$ cat src/sv/lesd_pkg.sv
`timescale 1ns / 1ps
// ----------------------------------------------------------------------------
// lesd_pkg
// shared types, register codes and fixed-point constants of the langevin step
// ----------------------------------------------------------------------------
package lesd_pkg;

  localparam int UNIFORM_BITS = 16;
  localparam int WORD_W       = 16;
  localparam int VAL_W        = 32;
  localparam int DECAY_W      = 16;
  localparam int GAIN_W       = 24;
  localparam int TSTEP_W      = 24;
  localparam int CFG_W        = 24;
  localparam int CFG_IDX_W    = 2;
  localparam int MUL_W        = 36;
  localparam int PROD_W       = 2 * MUL_W;
  localparam int IQ_DEPTH     = 2;

  // register indexes
  localparam logic [CFG_IDX_W-1:0] CFG_DECAY = 2'd0;
  localparam logic [CFG_IDX_W-1:0] CFG_GAIN  = 2'd1;
  localparam logic [CFG_IDX_W-1:0] CFG_TSTEP = 2'd2;

  localparam logic [DECAY_W-1:0] DECAY_RST = 16'd655;
  localparam logic [GAIN_W-1:0]  GAIN_RST  = 24'd9268;
  localparam logic [TSTEP_W-1:0] TSTEP_RST = 24'd655;

  // uniform mapping: q = (w + 1) * 2^32 / (2^UNIFORM_BITS + 1)
  localparam int UNIT_A_W   = UNIFORM_BITS + 1;
  localparam int UNIT_SHIFT = UNIFORM_BITS + 2;
  localparam int UNIT_REM_W = UNIFORM_BITS + 34;
  localparam logic [UNIFORM_BITS:0] UNIT_DEN =
    {1'b1, {(UNIFORM_BITS-1){1'b0}}, 1'b1};
  localparam logic [MUL_W-1:0] UNIT_RECIP =
    MUL_W'((128'd1 << (32 + UNIT_SHIFT)) / UNIT_DEN);
  localparam logic [WORD_W-1:0] WORD_MASK = (UNIFORM_BITS >= WORD_W) ?
    {WORD_W{1'b1}} : WORD_W'((64'd1 << UNIFORM_BITS) - 64'd1);

  localparam logic [MUL_W-1:0] TWO_LN2_Q32 = 36'd5954088944;
  localparam logic [MUL_W-1:0] TWO_PI_Q30  = 36'd6746518852;
  localparam logic [33:0]      ONE_Q30     = 34'd1073741824;

  // cosine series divisors and their reciprocals
  localparam int COS_SHIFT  = 36;
  localparam int COS_STEPS  = 6;
  localparam logic [MUL_W-1:0] RECIP_132 = MUL_W'((64'd1 << COS_SHIFT) / 132);
  localparam logic [MUL_W-1:0] RECIP_90  = MUL_W'((64'd1 << COS_SHIFT) / 90);
  localparam logic [MUL_W-1:0] RECIP_56  = MUL_W'((64'd1 << COS_SHIFT) / 56);
  localparam logic [MUL_W-1:0] RECIP_30  = MUL_W'((64'd1 << COS_SHIFT) / 30);
  localparam logic [MUL_W-1:0] RECIP_12  = MUL_W'((64'd1 << COS_SHIFT) / 12);
  localparam logic [MUL_W-1:0] RECIP_2   = MUL_W'((64'd1 << COS_SHIFT) / 2);

  typedef struct packed {
    logic [WORD_W-1:0] rand_radius_x;
    logic [WORD_W-1:0] rand_angle_x;
    logic [WORD_W-1:0] rand_radius_y;
    logic [WORD_W-1:0] rand_angle_y;
  } in_item_t;

  typedef struct packed {
    logic [VAL_W-1:0]        elapsed_time;
    logic signed [VAL_W-1:0] pos_x;
    logic signed [VAL_W-1:0] pos_y;
    logic signed [VAL_W-1:0] vel_x;
    logic signed [VAL_W-1:0] vel_y;
  } out_item_t;

  typedef struct packed {
    logic [DECAY_W-1:0] decay;
    logic [GAIN_W-1:0]  gain;
    logic [TSTEP_W-1:0] tstep;
  } coef_t;

  function automatic logic [7:0] cos_div(input logic [2:0] k);
    case (k)
      3'd0:    return 8'd132;
      3'd1:    return 8'd90;
      3'd2:    return 8'd56;
      3'd3:    return 8'd30;
      3'd4:    return 8'd12;
      default: return 8'd2;
    endcase
  endfunction

  function automatic logic [MUL_W-1:0] cos_recip(input logic [2:0] k);
    case (k)
      3'd0:    return RECIP_132;
      3'd1:    return RECIP_90;
      3'd2:    return RECIP_56;
      3'd3:    return RECIP_30;
      3'd4:    return RECIP_12;
      default: return RECIP_2;
    endcase
  endfunction

endpackage

$ cat src/sv/lesd_front.sv
`timescale 1ns / 1ps
// ----------------------------------------------------------------------------
// lesd_front
// input request queue, masks the uniform words to the configured width
// ----------------------------------------------------------------------------
module lesd_front (
  input  logic              clk,
  input  logic              rst_n,
  input  logic              in_push,
  output logic              in_full,
  input  lesd_pkg::in_item_t in_data,
  output logic              deq_valid,
  output lesd_pkg::in_item_t deq_item,
  input  logic              deq_take
);

  lesd_pkg::in_item_t q_r [lesd_pkg::IQ_DEPTH];
  logic [$clog2(lesd_pkg::IQ_DEPTH)-1:0] wr_r, rd_r;
  logic [$clog2(lesd_pkg::IQ_DEPTH+1)-1:0] cnt_r;
  logic push_ok, take_ok;
  lesd_pkg::in_item_t masked;

  assign in_full   = (cnt_r == ($clog2(lesd_pkg::IQ_DEPTH+1))'(lesd_pkg::IQ_DEPTH));
  assign deq_valid = (cnt_r != '0);
  assign deq_item  = q_r[rd_r];
  assign push_ok   = in_push && !in_full;
  assign take_ok   = deq_take && deq_valid;

  always_comb begin
    masked.rand_radius_x = in_data.rand_radius_x & lesd_pkg::WORD_MASK;
    masked.rand_angle_x  = in_data.rand_angle_x  & lesd_pkg::WORD_MASK;
    masked.rand_radius_y = in_data.rand_radius_y & lesd_pkg::WORD_MASK;
    masked.rand_angle_y  = in_data.rand_angle_y  & lesd_pkg::WORD_MASK;
  end

  always_ff @(posedge clk) begin
    if (!rst_n) begin
      wr_r  <= '0;
      rd_r  <= '0;
      cnt_r <= '0;
    end else begin
      if (push_ok) begin
        q_r[wr_r] <= masked;
        wr_r      <= wr_r + 1'b1;
      end
      if (take_ok) rd_r <= rd_r + 1'b1;
      if (push_ok && !take_ok) cnt_r <= cnt_r + 1'b1;
      else if (take_ok && !push_ok) cnt_r <= cnt_r - 1'b1;
    end
  end

endmodule

$ cat config.mk
export PLATFORM = sky130hd
export DESIGN_NAME = lesd_front
export DESIGN_NICKNAME = d
export VERILOG_FILES = /design/src/sv/lesd_pkg.sv /design/src/sv/lesd_front.sv
export SDC_FILE = /design/constraint.sdc
export NUM_CORES = 1
export LEC_CHECK = 0
export BUFFER_PORTS_ARGS = -buffer_cell sky130_fd_sc_hd__buf_4
export CAP_MARGIN = 10
export CORE_AREA = 5 5 117 119
export CTS_CLUSTER_SIZE = 8
export DETAILED_ROUTE_END_ITERATION = 16
export DIE_AREA = 0 0 122 124
export HOLD_SLACK_MARGIN = 0.12
export SETUP_SLACK_MARGIN = 0.3
export SLEW_MARGIN = 30
export SYNTH_ARGS = -nofsm -noshare
export SYNTH_HDL_FRONTEND = slang
export SYNTH_SLANG_ARGS = --single-unit
$ cat constraint.sdc
create_clock -name clk -period 19 [get_ports clk]
set_clock_uncertainty 0.1 [all_clocks]
set_input_delay 1.9 -clock clk [delete_from_list [all_inputs] [get_ports clk]]
set_output_delay 1.9 -clock clk [all_outputs]
set_load 0.05 [all_outputs]
After elaboration in Yosys (flattened, before gate mapping). Memories as Yosys holds them, arrays and structs flattened. A register that Yosys moved wholly into a read port is not among the register bits. Index checks and enable logic that the tools add are counted.

Output and inout bits: 66. Input bits: 68. Memories kept: 1. Logic and storage cells: 25. Memory bits (writable): 128. Bits in read-only memories: 0. Bits in latches: 0. Bits in registers: 4.

Divide/modulo/power cells: 0. Add/sub/neg operators: 4. Bitwise gates (word level): 0. Equality and inequality tests: 1. $lt $le $gt $ge: 0. Multipliers: 0. Reductions and logical operators: 9. Shifts and indexed selects: 0. Muxes and demuxes: 7.

Memory list: q_r (words 2, width 64, read ports 1, clocked after memory_dff 1, write ports 1, line lesd_front.sv:17) `lesd_pkg::in_item_t q_r [lesd_pkg::IQ_DEPTH];`.

Operators by type and width (number): 2-to-1 mux 1 bit (5); logical AND 1 bit (4); 2-to-1 mux 2 bit (2); nonzero test 2 bit (2); logical NOT 1 bit (3); adder 1 bit, second input constant (2); adder 2 x 1 -> 2 bit, second input constant (1); equality test 2 bit, second input constant (1); subtractor 2 x 1 -> 2 bit, second input constant (1).

Depth between registers and ports, before layout. Gate-level depths: netlist (run 1).

Word-level depth: 7. Depth in mapped cells: 6.

Worst setup path before layout (run 1). No wires, ideal clock.

Kind: input to register. From: input port in_push. To: memory q_r[0][0] (netlist bit) (enable). Setup slack: 9.643 ns. Stages: 2. Data required time: 18.233 ns. Arrival time: 8.590 ns. Cell sequence: inv_1 > nor4b_1.

Longest elaborated chain between the ends: 4.

Ends and longest elaborated chain: from (decl) (line lesd_front.sv:9) `input logic in_push,`; logical AND 1 bit (line lesd_front.sv:26) `assign push_ok = in_push && !in_full;`; 2-to-1 mux 1 bit (line lesd_front.sv:42) `if (push_ok) begin`; 2-to-1 mux 1 bit (line lesd_front.sv:37) `if (!rst_n) begin`; 2-to-1 mux 1 bit (implied by the code) (line lesd_front.sv:43) `q_r[wr_r] <= masked;`; to (decl) (line lesd_front.sv:17).

Every way passes these cells.

==> impl_metrics.json, run 1 <==
{
  "htree_levels": 4,
  "synth_area_um2": 4852,
  "start_kind": "flip-flop",
  "hold_ws_ns": 0.4186,
  "p_int_mw": 0.6739,
  "syn-instance-count": 224,
  "place.port_buffers": 133,
  "relSlewSlack_pct": 37.15,
  "gp_congestion": 0.6960,
  "p_seq_share_pct": 37.5,
  "vias": 2513,
  "syn_nets": 293,
  "swShare_pct": 32.73,
  "rsz0062_at_grt": "false",
  "syn_area_per_cell_um2": 21.66,
  "setup_viol": 0,
  "grt_max_degree": 65,
  "power.share.combinational_pct": 29.2,
  "synth_warnings": 0,
  "finalCritPeriodShare_pct": 21.00,
  "globalRouteOverflowTotal": 0,
  "hold_violations": 0,
  "drv_cap": 0,
  "ctsRootBufferMaster": "clkbuf_16",
  "grt_use_total_pct": 12.62,
  "die_x_um": 122,
  "cts_resized": 0,
  "required_ns": 17.00,
  "drc": 0,
  "drv_slew": 0,
  "worst_slew_pin_slew_ns": 0.9428,
  "cts_hold_buf": 0,
  "wirelength_um": 9084,
  "wl_per_cell_um": 16.31,
  "p_switching_mw": 0.3278,
  "grt_first_pass_wirelength_um": 13790,
  "clkTransAtPathRegs_ns": 0.06,
  "cts_buffers": 17,
  "drtIter0Drc": 116,
  "cp_cell_sequence": "mux2_2 -> buf_4",
  "area_growth_pct": 37.39,
  "slowest_stage": "dfxtp_4",
  "cts_tree": "done",
  "dp.cells": 525,
  "core_um2": 12470,
  "clock_power_share_pct": 33.3,
  "insertedDiodeCount": 0,
  "ys_ff_latch": 133,
  "die_area_um2": 15130,
  "p_per_area_nw_per_um2": 150.3,
  "status": "complete, no violations",
  "ys_types": 19,
  "fp-row-count": 41,
  "drive_above_1_share_pct": 60.78,
  "ir_drop_uv": 65.70,
  "period_needed_ns": 3.990,
  "hold_path_class": "flip-flop to flip-flop",
  "p_leak_nw": 2.446,
  "clk-insertion-delay-late_ns": 0.41,
  "antenna_found_initial": 0,
  "crit_fanout": 64,
  "yosysSeqAreaShare_pct": 81.28,
  "cpPeakStageDelay_ns": 0.94,
  "io_pins": 134,
  "first_pass_iters": 4,
  "die_h_um": 124,
  "critical_path_class": "flip-flop to primary output",
  "hpwl_um": 5707,
  "clkSinkCount": 133,
  "crit_path_end_kind": "primary output",
  "crit_arrival_ns": 1.99,
  "start_util_pct": 38.92,
  "vias_per_cell": 4.512,
  "setup_tns_ns": 0,
  "nNetsFinal": 441,
  "final_cells": 557,
  "cts_setup_buffers": 0,
  "grt_pass1_vias": 2691,
  "cts_buffer_depth": 2,
  "max_freq_mhz": 250.6,
  "ant_nets": 0
}
[cells by family (layout without fill, tap and decap cells)]
family / after synthesis / in the layout / share of synthesized area [%]
AOI/OAI and AO/OA: 5 / 5 / 0.6187
xor gates and xnor gates: 3 / 3 / 0.5416
adders and majority gates: 1 / 1 / 0.2578
buffers and inverters: 8 / 169 / 1.109
DFF: 133 / 133 / 81.28
muxes: 64 / 64 / 14.85
and+or+nand+nor: 10 / 10 / 1.341
[cells in the mapped netlist (all sizes together)]
cell | count | area share [%]
dfxtp | 5 | 2.1
nor2b | 1 | 0.18
mux2 | 64 | 15
edfxtp | 128 | 79
nor4b | 1 | 0.18
and2 | 3 | 0.39
or2 | 1 | 0.13
inv | 1 | 0.077
xor2 | 1 | 0.18
buf | 7 | 1.0
nor2 | 1 | 0.077
o21ai | 3 | 0.31
ha | 1 | 0.26
a21boi | 2 | 0.31
and3 | 1 | 0.13
xnor2 | 2 | 0.36
or3 | 2 | 0.26
[area by class of cell]
type | count | area (µm²)
Clock inverter | 15 | 187.7
Timing Repair Buffer | 136 | 1021
Tap cell | 172 | 215.2
Multi-Input combinational cell | 83 | 865.8
Sequential cell | 133 | 3948
Inverter | 1 | 3.754
Clock buffer | 17 | 425.4
Fill cell | 1025 | 5799
[power by group through the flow]
stage	Combinational (mW)	Clock, mW	Sequential (mW)
6_report	0.293	0.333	0.376
3_5_place_dp	0.296	0	0.384
5_1_grt	0.307	0.356	0.381
4_1_cts	0.297	0.343	0.378
3_3_place_gp	0.295	0	0.383
2_1_floorplan	0.230	0	0.364
[through the flow]
step                utilization, %  total power, mW  instance area [µm²]  worst slack (ns)
global placement             48.56           0.6781                 6053             15.38
CTS                          53.48            1.017                 6666             14.94
floorplan                        -           0.5944                 4852             9.643
detailed placement           48.56           0.6795                 6053             15.38
finish                       53.48            1.002                 6666             15.01
global route                 53.48            1.045                 6666             14.87
[path summary, 6_finish.rpt]
check | to | startpoint | slack [ns] | cells past startpoint
min | wr_r | wr_r | 0.42 | 2
min reg2reg | wr_r | wr_r | 0.42 | 2
max | deq_item[28] | flip-flop | 15.01 | 2
max reg2reg | q_r[1][45] | cnt_r[0] | 16.97 | 3
[placed cells by master, fill, tap and decap left out]
master and instances:
ha_1 1, o21ai_1 1, and3_4 1, clkbuf_16 17
and2_1 3, nor4b_2 1, o21ai_0 2, nor2_1 1
or3_1 2, clkinv_2 2, bufinv_16 4, edfxtp_1 128
xnor2_1 2, inv_1 1, buf_4 136, clkinv_1 3
mux2_2 64, clkinv_4 1, clkinvlp_4 5, or2_2 1
dfxtp_4 1, dfxtp_1 4, nor2b_2 1, xor2_1 1
a21boi_1 2
[sequential cells by signal (all words and copies together), names as in the netlist, named ones only]
signal,cells
cnt_r,2
q_r,128
rd_r,1
wr_r,1
[worst max-delay path, delay by kind of cell, from the launching register on]
kind	cells	cell delay [ns]
flops	1	0.94
mux	1	0.43
buf+inv	1	0.19
[metal layers]
metal  track usage (%)  part of all wire, %  vias to the layer above  routed length (µm)
met5                 0                    0                        -                   0
met4             5.672                  1.0                        0                  92
met3             6.721                  9.2                       10                 835
met2             18.65                   48                       99                4388
met1             15.34                   41                     1225                3768
li1                  -                    -                     1179                   -
No activity file was read; power rests on OpenSTA's default activity.
==> run 2, diff against run 1 <==
clock period = 3.9 ns   (was 19 ns; I/O delays follow)
==> impl_metrics.json, run 2 (same netlist as run 1, synthesis figures left out) <==
{
  "status": "complete, no violations",
  "start_util_pct": 38.92,
  "r2r_end": "q_r[1][8]",
  "reg2reg_slack_ns": 1.65,
  "drive_above_1_share_pct": 51.67,
  "dp.cells": 525,
  "fp-row-count": 41,
  "ir_drop_uv": 393.0,
  "p_leak_nw": 2.713,
  "cts_tree": "done",
  "postPlaceCellArea_um2": 6071,
  "slowest_stage": "dfxtp_4",
  "largest-register": "q_r",
  "grt_pass1_vias": 3040,
  "wirelength_um": 9658,
  "crit_cells": 2,
  "grt_use_total_pct": 13.33,
  "setup_tns_ns": 0,
  "die_h_um": 124,
  "antenna_found_initial": 0,
  "crit_path_end_kind": "primary output",
  "cts_buffer_depth": 2,
  "cts_setup_buffers": 0,
  "drv_cap": 0,
  "max_freq_mhz": 401.2,
  "first_pass_iters": 4,
  "nNetsFinal": 505,
  "gp_congestion": 0.6509,
  "worst_slew_pin_slew_ns": 0.8984,
  "hold_path_class": "input pin to flip-flop",
  "pre_cts_ws_ns": 1.552,
  "place.port_buffers": 133,
  "globalRouteOverflowTotal": 0,
  "setup_viol": 0,
  "htree_levels": 4,
  "p_per_area_nw_per_um2": 653.8,
  "relSlewSlack_pct": 40.11,
  "critical_path_class": "flip-flop to primary output",
  "cpPeakStageDelay_ns": 0.93,
  "hold_ws_ns": 0.1374,
  "cp_cell_sequence": "mux2_2 -> buf_4",
  "clkTransAtPathRegs_ns": 0.05,
  "crit_fanout": 64,
  "final_cell_mix": "135 x buf_4, 128 x edfxtp_1, 64 x mux2_2, 64 x dlygate4sd3_1, 17 x clkbuf_16",
  "drc": 0,
  "critPathBufInv": 1,
  "clk-insertion-delay-late_ns": 0.41,
  "finalCritPeriodShare_pct": 63.92,
  "ctsRootBufferMaster": "clkbuf_16",
  "area_growth_pct": 49.59,
  "rr_worst_depth": 4,
  "ant_nets": 0,
  "die_area_um2": 15130,
  "clkSinkCount": 133,
  "setup_slack_ns": 1.407,
  "path_delay_family": "flip-flops",
  "rsz0062_at_grt": "false",
  "vias": 2757,
  "period_needed_ns": 2.493,
  "final_cells": 621,
  "drv_slew": 0,
  "vias_per_cell": 4.440,
  "cts_buffers": 17,
  "finalInstanceArea_um2": 7258,
  "drtIter0Drc": 134,
  "crit_arrival_ns": 2.00,
  "insertedDiodeCount": 0,
  "crit_path_end": "deq_item[39]",
  "required_ns": 3.41,
  "start_kind": "flip-flop",
  "final-seq-area_um2": 3948,
  "rr_startpoint": "cnt_r[0]",
  "hold_violations": 0,
  "die_x_um": 122,
  "multi_input_area_um2": 870.8,
  "hpwl_um": 5797,
  "core_um2": 12470,
  "wl_per_cell_um": 15.55,
  "largestRegisters": "q_r x128, cnt_r x2",
  "largest_register_ffs": 128,
  "nFillCells": 972,
  "grt_first_pass_wirelength_um": 15050,
  "io_pins": 134,
  "layout_commonest_cell": "buf_4",
  "grt_max_degree": 65
}
run 2: changes by cell type in the layout (fill, tap and decap cells not counted):
cell,before,now
dlygate4sd3_1,0,64
nor4b_4,0,1
bufinv_16,4,0
and3_4,1,0
clkbuf_8,0,6
clkinv_4,1,0
nor4b_2,1,0
clkinv_1,3,0
buf_12,0,1
buf_4,136,135
and3_2,0,1
clkinvlp_4,5,0
clkbuf_1,0,5
clkinv_2,2,4
run 2: area by class of cell:
type / count / area share (%)
well taps: 172 / 2.965
multi-input cells: 83 / 12.00
inverters: 1 / 0.05172
repair buffers: 200 / 23.07
flip-flops and latches: 133 / 54.39
clock inverters: 4 / 0.2758
clock buffers: 28 / 7.257
run 2: worst min path at each step:
stage,start,to,slack [ns],cells after the start
after CTS,rst_n,cnt_r[0],0.12,2
after detailed placement,wr_r,wr_r,0.42,2
final,rst_n,cnt_r[0],0.14,2
after global placement,cnt_r[1],cnt_r[1],0.39,2
after global routing,rst_n,cnt_r[0],0.13,2
after floorplan,cnt_r[1],cnt_r[1],0.37,2
run 2: through the flow:
stage	total power [mW]	utilization (%)
3_5_place_dp	3.318	48.70
6_report	4.746	58.23
2_1_floorplan	2.888	-
5_1_grt	4.939	58.23
4_1_cts	4.809	58.23
3_3_place_gp	3.303	48.70
run 2: what timing repair did:
item                      4_1_cts  5_1_grt
hold buffers                   64        0
gates resized for setup         0        0
hold endpoints to repair      128        0
run 2: power breakdown:
| part | switching, mW | total, mW | internal (mW) | leakage (nW) |
|---|---|---|---|---|
| Clock | 0.517 | 1.43 | 0.909 | 0.274 |
| Sequential | 0.128 | 1.83 | 1.71 | 1.21 |
| Combinational | 0.922 | 1.49 | 0.563 | 1.22 |
run 2: layer usage:
metal / GRT usage (%) / routed length, µm / share of wire (%) / vias up
met4: 6.443 / 206 / 2.1 / 0
met3: 4.995 / 685 / 7.1 / 16
met2: 22.69 / 4906 / 51 / 94
met1: 14.81 / 3859 / 40 / 1336
met5: 0 / 0 / 0 / -
li1: - / - / - / 1311
==> run 3, diff against run 2 <==
ABC_AREA = 1   (was default)
CORE_AREA = 5 5 120 122   (was 5 5 117 119)
DIE_AREA = 0 0 125 127   (was 0 0 122 124)
clock period = 2 ns   (was 3.9 ns; I/O delays follow)
==> impl_metrics.json, run 3 <==
{
  "status": "complete, no violations",
  "largestRegisters": "q_r x128, cnt_r x2",
  "yosys_most_used_dff": "edfxtp_1",
  "relSlewSlack_pct": 82.17,
  "final-seq-area_um2": 3950,
  "critical_path_class": "flip-flop to primary output",
  "area_growth_pct": 57.10,
  "grt_max_degree": 36,
  "cts_tree": "done",
  "grt_busiest_layer": "met2",
  "grt_first_pass_wirelength_um": 15840,
  "max_freq_mhz": 533.8,
  "syn_nets": 307,
  "hold_path_class": "flip-flop to flip-flop",
  "ys_types": 16,
  "synth.area.top_cells": "edfxtp_1 74%, mux2_4 17%, buf_12 2.3%",
  "final_cell_mix": "128 x edfxtp_1, 69 x buf_4, 67 x dlygate4sd3_1",
  "hold_violations": 0,
  "setup_viol": 0,
  "period_needed_ns": 1.874,
  "synth_warnings": 0,
  "grt_use_met1_pct": 14.66,
  "postPlaceCellArea_um2": 6415,
  "finalInstanceArea_um2": 8124,
  "largest-register": "q_r",
  "grt_pass1_vias": 3116,
  "dp.cells": 546,
  "final_cells": 656,
  "drv_slew": 0,
  "core_um2": 13090,
  "synth_area_leader_cell": "edfxtp_1",
  "wirelength_um": 10990,
  "vias_per_cell": 4.386,
  "finalCritPeriodShare_pct": 93.68,
  "grt_use_total_pct": 13.02,
  "yosysMostFrequentCell": "edfxtp_1",
  "setup_tns_ns": 0,
  "place.port_buffers": 133,
  "cts_buffer_depth": 2,
  "die_area_um2": 15880,
  "setup_slack_ns": 0.1265,
  "ant_nets": 0,
  "syn_area_per_cell_um2": 21.73,
  "synth_top_cell_area_share_pct": 74.33,
  "cts_buffers": 17,
  "ys_ff_latch": 133,
  "async_reset_ff_share_pct": 0,
  "antenna_found_initial": 1,
  "ctsRootBufferMaster": "clkbuf_16",
  "crit_fanout": 8,
  "synth_edf_count": 128,
  "io_pins": 134,
  "drtIter0Drc": 130,
  "pre_cts_ws_ns": 0.3547,
  "p_leak_nw": 3.191,
  "die_x_um": 125,
  "drv_cap": 0,
  "required_ns": 1.70,
  "met3_usage_pct": 4.925,
  "synth_area_um2": 5171,
  "gp_congestion": 0.7273,
  "p_per_area_nw_per_um2": 1217,
  "yosysSeqAreaShare_pct": 76.26,
  "wl_per_cell_um": 16.76,
  "nNetsFinal": 535,
  "globalRouteOverflowTotal": 0,
  "die_h_um": 127,
  "clkSinkCount": 133,
  "hpwl_um": 6451,
  "drc": 0,
  "synthTopCellsByCount": "128 x edfxtp_1, 60 x mux2_4, 9 x inv_1, 9 x nand2_1, 7 x nor2_1",
  "layout_commonest_cell": "edfxtp_1",
  "vias": 2877,
  "p_total_mw": 9.890,
  "ir_drop_uv": 754.4,
  "largest_register_ffs": 128,
  "crit_path_end_kind": "primary output",
  "fp-row-count": 42,
  "clkTransAtPathRegs_ns": 0.06,
  "drive_above_1_share_pct": 51.57,
  "clk-insertion-delay-late_ns": 0.41,
  "first_pass_iters": 4,
  "htree_levels": 4,
  "rsz0062_at_grt": "true",
  "crit_arrival_ns": 1.57,
  "worst_slew_pin_slew_ns": 0.2666,
  "met2_usage_pct": 22.21,
  "nFillCells": 932,
  "syn-instance-count": 238,
  "multi_input_area_um2": 1106,
  "start_kind": "flip-flop",
  "start_util_pct": 39.52
}
run 3: cell count changes after synthesis, sizes merged, moves of 2 or more:
cell,before,now
a21boi,2,0
nor2,1,7
and2,3,0
xnor2,2,0
a21oi,0,2
nand2,0,9
inv,1,9
or3,2,0
run 3: layer usage:
metal  part of all wire, %  wire length, µm
met1                    43             4731
met2                    50             5459
met3                   5.9              646
met4                   1.4              154
met5                     0                0
run 3: repair_timing:
action                                  in CTS  in global routing
cloned                                       0                  7
resized for setup                            1                 79
hold buffers                                67                  0
buffers inserted                             1                  2
hold endpoints to repair                   133                  0
endpoints found under the setup margin      64                 98
run 3: stage by stage:
stage,hold slack [ns],utilization (%)
2_1_floorplan,0.1989,-
3_3_place_gp,0.2847,49.02
3_5_place_dp,0.2874,49.02
4_1_cts,0.3671,58.45
5_1_grt,0.4026,62.09
6_report,0.3732,62.09
run 3: worst paths after layout:
kind,start,to,slack (ns),cells past startpoint
worst min-delay path,wr_r,wr_r,0.37,2
worst max register to register,cnt_r[1],q_r[0][9],0.38,6
worst max-delay path,flip-flop,deq_item[28],0.13,4
worst min register to register,wr_r,wr_r,0.37,2
run 3: logic make-up (layout without fill, tap and decap cells):
family | count (synthesis) | count (layout) | share of synthesized area, %
compound gates | 5 | 5 | 0.5324
flops | 133 | 133 | 76.26
simple gates | 19 | 19 | 1.476
mux | 64 | 64 | 18.29
fa+ha+maj | 1 | 1 | 0.2419
buf+inv | 16 | 257 | 3.194
other cells | 0 | 1 | 0
run 3: area by class of cell:
class | count | area share, %
Tap cell | 176 | 2.711
Clock buffer | 19 | 5.329
Timing Repair Buffer | 216 | 27.86
Sequential cell | 133 | 48.62
Antenna cell | 1 | 0.03080
Clock inverter | 13 | 1.417
Inverter | 9 | 0.4158
Multi-Input combinational cell | 89 | 13.61
run 3: power breakdown:
group	leakage, nW	switching (mW)	total (mW)	internal (mW)
clock network	0.266	1.07	2.87	1.80
registers	1.21	0.0845	3.42	3.33
logic	1.71	1.99	3.61	1.61
run 3: critical path: stages (launching register included):
cell	delay, ns
dfxtp_4	0.37
buf_12	0.15
clkbuf_16	0.18
mux2_4	0.31
buf_6	0.15
